**src/sv/dtq_pkg.sv**
```systemverilog
// ----------------------------------------------------------------------------
// dtq_pkg
// Shared types, codes and defaults of the delta timer queue.
// ----------------------------------------------------------------------------
`default_nettype none

package dtq_pkg;

  localparam int DefCapacity  = 16;
  localparam int DefDelayBits = 16;

  localparam logic [1:0] KindInsert = 2'd0;
  localparam logic [1:0] KindRemove = 2'd1;
  localparam logic [1:0] KindTick   = 2'd2;
  localparam logic [1:0] KindPop    = 2'd3;

  localparam logic [1:0] StatusOk       = 2'd0;
  localparam logic [1:0] StatusNotFound = 2'd1;
  localparam logic [1:0] StatusFull     = 2'd2;

  typedef struct packed {
    logic [1:0]  kind;
    logic [7:0]  handle;
    logic [15:0] delay;
  } cmd_t;

  typedef struct packed {
    logic [7:0] out_handle;
    logic [1:0] status;
    logic [4:0] count;
  } rsp_t;

  // broadcast to every cell of the row
  typedef struct packed {
    logic insert;
    logic remove;
    logic pop;
    logic dec;
  } cell_ctrl_t;

endpackage

`default_nettype wire

```
**src/sv/delta_timer_queue.sv**
```systemverilog
// ----------------------------------------------------------------------------
// delta_timer_queue
// Sleep queue of task handles kept in wake order in a row of cells.
// ----------------------------------------------------------------------------
// Usage:
//   A command (insert, remove by handle, tick, pop expired head) is taken on
//   cmd_i at a rising edge where start is high and busy is low. busy stays
//   high for the one execute cycle that follows. The result is registered
//   onto rsp_o at the end of the execute cycle, flagged by done_o for
//   exactly one cycle; the receiver cannot hold it off. A new command can be
//   taken in the same cycle the previous result is shown. In the execute
//   cycle every cell compares its wake time and handle in parallel, and on
//   an insert, remove or pop the slots from the affected one to the tail
//   shift by one slot toward or away from the head.
//   Each cell keeps the absolute wake time of its entry; a tick lowers all of
//   them at once unless the head is zero, the same as lowering the head delta.
//   Reset empties the queue (count zero); slot contents are not cleared and
//   are never read before being written.
// ----------------------------------------------------------------------------
`default_nettype none

module delta_timer_queue
  import dtq_pkg::*;
#(
  parameter int CAPACITY   = DefCapacity,
  parameter int DELAY_BITS = DefDelayBits
) (
  input  wire        clk_i,
  input  wire        rst_ni,
  input  wire        start,
  output logic       busy,
  input  wire cmd_t  cmd_i,
  output logic       done_o,
  output rsp_t       rsp_o
);

  localparam int CntW = $clog2(CAPACITY + 1);

  localparam logic StIdle = 1'b0;
  localparam logic StExec = 1'b1;

  logic                  state_q, state_d;
  cmd_t                  cmd_q;
  logic [CntW-1:0]       count_q, count_d;
  logic                  done_q;
  rsp_t                  rsp_q, rsp_d;

  logic [DELAY_BITS-1:0] new_time;
  logic                  exec;
  logic                  full, empty, head_zero, found;
  cell_ctrl_t            ctrl;

  logic [7:0]            cell_handle [CAPACITY];
  logic [DELAY_BITS-1:0] cell_time   [CAPACITY];
  logic [CAPACITY-1:0]   cell_ge;
  logic [CAPACITY:0]     cell_found;

  assign new_time  = DELAY_BITS'(cmd_q.delay);
  assign exec      = (state_q == StExec);
  assign full      = (count_q >= CntW'(CAPACITY));
  assign empty     = (count_q == '0);
  assign head_zero = (cell_time[0] == '0);
  assign found     = cell_found[CAPACITY];

  always_comb begin
    ctrl.insert = exec && (cmd_q.kind == KindInsert) && !full;
    ctrl.remove = exec && (cmd_q.kind == KindRemove);
    ctrl.pop    = exec && (cmd_q.kind == KindPop) && !empty && head_zero;
    ctrl.dec    = exec && (cmd_q.kind == KindTick) && !empty && !head_zero;
  end

  assign cell_found[0] = 1'b0;

  for (genvar i = 0; i < CAPACITY; i++) begin : g_cell
    logic                  valid;
    logic [7:0]            left_handle, right_handle;
    logic [DELAY_BITS-1:0] left_time, right_time;
    logic                  prev_ge;

    assign valid = (CntW'(i) < count_q);

    if (i == 0) begin : g_head
      assign left_handle = cell_handle[i];
      assign left_time   = cell_time[i];
      assign prev_ge     = 1'b0;
    end else begin : g_body
      assign left_handle = cell_handle[i-1];
      assign left_time   = cell_time[i-1];
      assign prev_ge     = cell_ge[i-1];
    end

    if (i == CAPACITY - 1) begin : g_tail
      assign right_handle = cell_handle[i];
      assign right_time   = cell_time[i];
    end else begin : g_next
      assign right_handle = cell_handle[i+1];
      assign right_time   = cell_time[i+1];
    end

    dtq_cell #(
      .DELAY_BITS (DELAY_BITS)
    ) u_cell (
      .clk_i          (clk_i),
      .ctrl_i         (ctrl),
      .valid_i        (valid),
      .new_handle_i   (cmd_q.handle),
      .new_time_i     (new_time),
      .left_handle_i  (left_handle),
      .left_time_i    (left_time),
      .right_handle_i (right_handle),
      .right_time_i   (right_time),
      .prev_ge_i      (prev_ge),
      .found_i        (cell_found[i]),
      .handle_o       (cell_handle[i]),
      .time_o         (cell_time[i]),
      .ge_o           (cell_ge[i]),
      .found_o        (cell_found[i+1])
    );
  end

  always_comb begin
    state_d           = state_q;
    count_d           = count_q;
    rsp_d             = rsp_q;
    rsp_d.out_handle  = '0;
    rsp_d.status      = StatusOk;
    case (state_q)
      StIdle: begin
        if (start) begin
          state_d = StExec;
        end
      end
      StExec: begin
        state_d = StIdle;
        case (cmd_q.kind)
          KindInsert: begin
            if (full) begin
              rsp_d.status = StatusFull;
            end else begin
              count_d = count_q + CntW'(1);
            end
          end
          KindRemove: begin
            if (found) begin
              rsp_d.out_handle = cmd_q.handle;
              count_d          = count_q - CntW'(1);
            end else begin
              rsp_d.status = StatusNotFound;
            end
          end
          KindTick: begin
          end
          KindPop: begin
            if (ctrl.pop) begin
              rsp_d.out_handle = cell_handle[0];
              count_d          = count_q - CntW'(1);
            end else begin
              rsp_d.status = StatusNotFound;
            end
          end
          default: begin
          end
        endcase
        rsp_d.count = 5'(count_d);
      end
      default: begin
        state_d = StIdle;
      end
    endcase
  end

  always_ff @(posedge clk_i or negedge rst_ni) begin
    if (!rst_ni) begin
      state_q <= StIdle;
      count_q <= '0;
      done_q  <= 1'b0;
    end else begin
      state_q <= state_d;
      count_q <= count_d;
      done_q  <= exec;
    end
  end

  // payload registers
  always_ff @(posedge clk_i) begin
    if (start && !busy) begin
      cmd_q <= cmd_i;
    end
    if (exec) begin
      rsp_q <= rsp_d;
    end
  end

  assign busy   = exec;
  assign done_o = done_q;
  assign rsp_o  = rsp_q;

endmodule

`default_nettype wire

```
**src/sv/dtq_cell.sv**
```systemverilog
// ----------------------------------------------------------------------------
// dtq_cell
// One slot of the sorted row: holds a handle and its absolute wake time.
// ----------------------------------------------------------------------------
`default_nettype none

module dtq_cell
  import dtq_pkg::*;
#(
  parameter int DELAY_BITS = DefDelayBits
) (
  input  wire                    clk_i,
  input  wire cell_ctrl_t        ctrl_i,
  input  wire                    valid_i,
  input  wire  [7:0]             new_handle_i,
  input  wire  [DELAY_BITS-1:0]  new_time_i,
  input  wire  [7:0]             left_handle_i,
  input  wire  [DELAY_BITS-1:0]  left_time_i,
  input  wire  [7:0]             right_handle_i,
  input  wire  [DELAY_BITS-1:0]  right_time_i,
  input  wire                    prev_ge_i,
  input  wire                    found_i,
  output logic [7:0]             handle_o,
  output logic [DELAY_BITS-1:0]  time_o,
  output logic                   ge_o,
  output logic                   found_o
);

  logic [7:0]            handle_q, handle_d;
  logic [DELAY_BITS-1:0] time_q, time_d;
  logic                  hit;

  // empty slots count as later than anything, so the first one takes a new entry
  assign ge_o     = !valid_i || (time_q >= new_time_i);
  assign hit      = valid_i && ctrl_i.remove && (handle_q == new_handle_i);
  assign found_o  = found_i || hit;
  assign handle_o = handle_q;
  assign time_o   = time_q;

  always_comb begin
    handle_d = handle_q;
    time_d   = time_q;
    if (ctrl_i.insert) begin
      if (prev_ge_i) begin
        handle_d = left_handle_i;
        time_d   = left_time_i;
      end else if (ge_o) begin
        handle_d = new_handle_i;
        time_d   = new_time_i;
      end
    end else if (ctrl_i.pop || (ctrl_i.remove && found_o)) begin
      handle_d = right_handle_i;
      time_d   = right_time_i;
    end else if (ctrl_i.dec) begin
      // every live time is at least the head time, so no wrap
      time_d = time_q - DELAY_BITS'(1);
    end
  end

  always_ff @(posedge clk_i) begin
    handle_q <= handle_d;
    time_q   <= time_d;
  end

endmodule

`default_nettype wire

```
**config.mk**
```make
export PLATFORM = sky130hd
export DESIGN_NAME = delta_timer_queue
export DESIGN_NICKNAME = d
export VERILOG_FILES = /design/src/sv/dtq_pkg.sv /design/src/sv/delta_timer_queue.sv /design/src/sv/dtq_cell.sv
export SDC_FILE = /design/constraint.sdc
export NUM_CORES = 2
export LEC_CHECK = 0
export ABC_AREA = 1
export BUFFER_PORTS_ARGS = -buffer_cell sky130_fd_sc_hd__buf_2
export CAP_MARGIN = 40
export CORE_MARGIN = 10
export CORE_UTILIZATION = 30
export CTS_BUF_LIST = sky130_fd_sc_hd__clkbuf_16
export DETAILED_ROUTE_END_ITERATION = 6
export GPL_ROUTABILITY_DRIVEN = 0
export GPL_TIMING_DRIVEN = 1
export PLACE_DENSITY = 0.45
export RECOVER_POWER = 100
export SLEW_MARGIN = 20
export SYNTH_ARGS = -nofsm -noshare
export SYNTH_HDL_FRONTEND = slang
export SYNTH_HIERARCHICAL = 1
export SYNTH_SLANG_ARGS = --single-unit
```
**constraint.sdc**
```tcl
create_clock -name clk_i -period 6.4 [get_ports clk_i]
set_input_delay 0.32 -clock clk_i [delete_from_list [all_inputs] [get_ports clk_i]]
set_output_delay 0.32 -clock clk_i [all_outputs]
set_load 0.01 [all_outputs]
```
==> impl_metrics.env <==
export IMPL_numCtsBuffers=60
export IMPL_final_min_clock_period_ns=5.82
export IMPL_power_total_uw=10100
export IMPL_start_util_pct=30.2
export IMPL_worst_slew_pin_slew_ns=1.71
export IMPL_die_width_um=389
export IMPL_startpoint_type="flip-flop"
export IMPL_arrival_ns=6.36
export IMPL_grt_pass1_wl_um=224000
export IMPL_hold_viol=0
export IMPL_grt_use_total_pct=18.7
export IMPL_netlist_instances=6093
export IMPL_postCtsSetupRepairBufs=0
export IMPL_status="complete, but fails checks"
export IMPL_final_nets=6438
export IMPL_rsz0062_at_grt="false"
export IMPL_routedWlPerCell_um=18.4
export IMPL_avgSynthCellArea_um2=6.70
export IMPL_drt_first_pass_iters=6
export IMPL_maxSlewViolCount=144
export IMPL_row_count=135
export IMPL_violations="max-capacitance violations, max-slew violations"
export IMPL_wl_um=146000
export IMPL_grt_antenna_before_repair=10
export IMPL_cts_tree="done"
export IMPL_chipHeight_um=389
export IMPL_ios=46
export IMPL_via_count=39000
export IMPL_crit_path_end_kind="flip-flop"
export IMPL_cts_resized=0
export IMPL_clock_sinks=432
export IMPL_yosys_warnings=6
export IMPL_clock_insertion_delay_worst_skew_ns=0.68
export IMPL_vias_per_cell=4.90
export IMPL_criticalPathCategory="reg -> reg"
export IMPL_pre_cts_slack_ns=0.899
export IMPL_h_tree_depth=2
export IMPL_peakVddDrop_mv=0.180
export IMPL_grt_start_max_net_pins=44
export IMPL_antenna_cells=0
export IMPL_area_growth_pct=11.1
export IMPL_drt_iter0_drc=2922
export IMPL_powerDensity_nw_per_um2=224
export IMPL_finClkSkew_ns=0.0368
export IMPL_grt_pass1_vias=36700
export IMPL_drc=0
export IMPL_setup_viol=0
export IMPL_drive_above_1_share_pct=4.01
export IMPL_gr_total_overflow=0
export IMPL_tns_ns=0
export IMPL_io_buffers=45
export IMPL_clk_pin_slew_ns=0.06
export IMPL_core_um2=135000
export IMPL_leakagePower_uw=0.0222
export IMPL_critPathMaxFanout=36
export IMPL_max_freq_ghz=0.172
export IMPL_hold_path_class="in -> reg"
export IMPL_clock_path_buffers=3
export IMPL_final_setup_worst_slack_ns=0.577
export IMPL_hpwl_um=110000
export IMPL_netlist_area_um2=40800
export IMPL_maxSlewHeadroom_pct=-14.1
export IMPL_drv_cap=4
export IMPL_cp_required_ns=6.93
export IMPL_ant_nets=0
export IMPL_clock_root_buffer="clkbuf_16"
export IMPL_finalCritPeriodShare_pct=91.0
export IMPL_hold_buffers=29
export IMPL_die_area_um2=151000
==> worst paths after layout <==
check,start,end,slack [ns],depth (start not counted)
setup / recovery,count_q[4],g_cell[3].u_cell/time_o[13],0.58,10
min in group asynchronous,rst_ni,count_q[4],0.70,3
max in group asynchronous,rst_ni,done_o,4.82,4
setup reg to reg,count_q[4],g_cell[3].u_cell/time_o[13],0.58,10
hold / removal,cmd_i[3],new_time[3],0.36,2
hold reg to reg,busy,count_q[3],0.59,3
==> area by class of cell <==
class	instances	area, um^2
sequential	432	12900
fill	14900	90000
clock inverter	45	384
tap	1781	2230
timing repair buffer	175	1420
clock buffer	62	1550
inverter	1061	3980
multi-input combinational	4403	22800
==> sequential cells by signal, summed over array words and instances (netlist names) <==
name,flops
busy,1
g_cell.u_cell/handle_o,128
cmd_q,10
new_time,16
count_q,5
done_o,1
g_cell.u_cell/time_o,256
rsp_o,15
==> critical path, cell delays in order (launching register included) <==
cell and delay [ns]:
dfrtp_1 0.51, inv_1 0.36, nand2_1 0.21, nor2_1 0.95, clkbuf_1 0.95, clkbuf_1 0.97
clkinv_1 0.55, clkbuf_2 0.64, a21oi_1 0.27, o21ai_0 0.15, nand2_1 0.09
==> placed cells by master, fill, tap and decap left out, types with 43 or more instances in the layout <==
cell type	instances
nand2_1	1502
inv_1	1041
nand3_1	705
nor2_1	548
o21ai_0	539
edfxtp_1	425
a21oi_1	356
ha_1	276
xor2_1	130
xnor2_1	80
clkbuf_16	62
buf_4	57
nand4_1	50
clkbuf_1	43
==> per-stage QoR <==
stage | utilization, % | hold WS, ns | std cells | instance area (um^2)
2_1_floorplan | - | 0.0244 | 6095 | 40800
3_3_place_gp | 31.7 | 0.215 | 7797 | 42900
3_5_place_dp | 32.1 | 0.213 | 7823 | 43400
4_1_cts | 33.7 | 0.167 | 7959 | 45600
5_1_grt | 33.5 | 0.345 | 7959 | 45300
6_report | 33.5 | 0.361 | 7959 | 45300
==> metal layers <==
metal	global-route usage [%]	routed length [um]	part of all wire, %	up-vias
met1	26.1	69100	47	18100
met4	4.76	3430	2.3	0
met5	0	0	0	-
met2	30.4	66500	45	868
met3	2.14	7170	4.9	169
li1	-	-	-	19800
==> power breakdown <==
part | switching (uW) | internal [uW] | total (uW)
Clock | 1400 | 1970 | 3380
Combinational | 1930 | 927 | 2860
Sequential | 428 | 3470 | 3900
Total | 3760 | 6370 | 10100
Note: power is estimated with default switching activity, not from simulation.
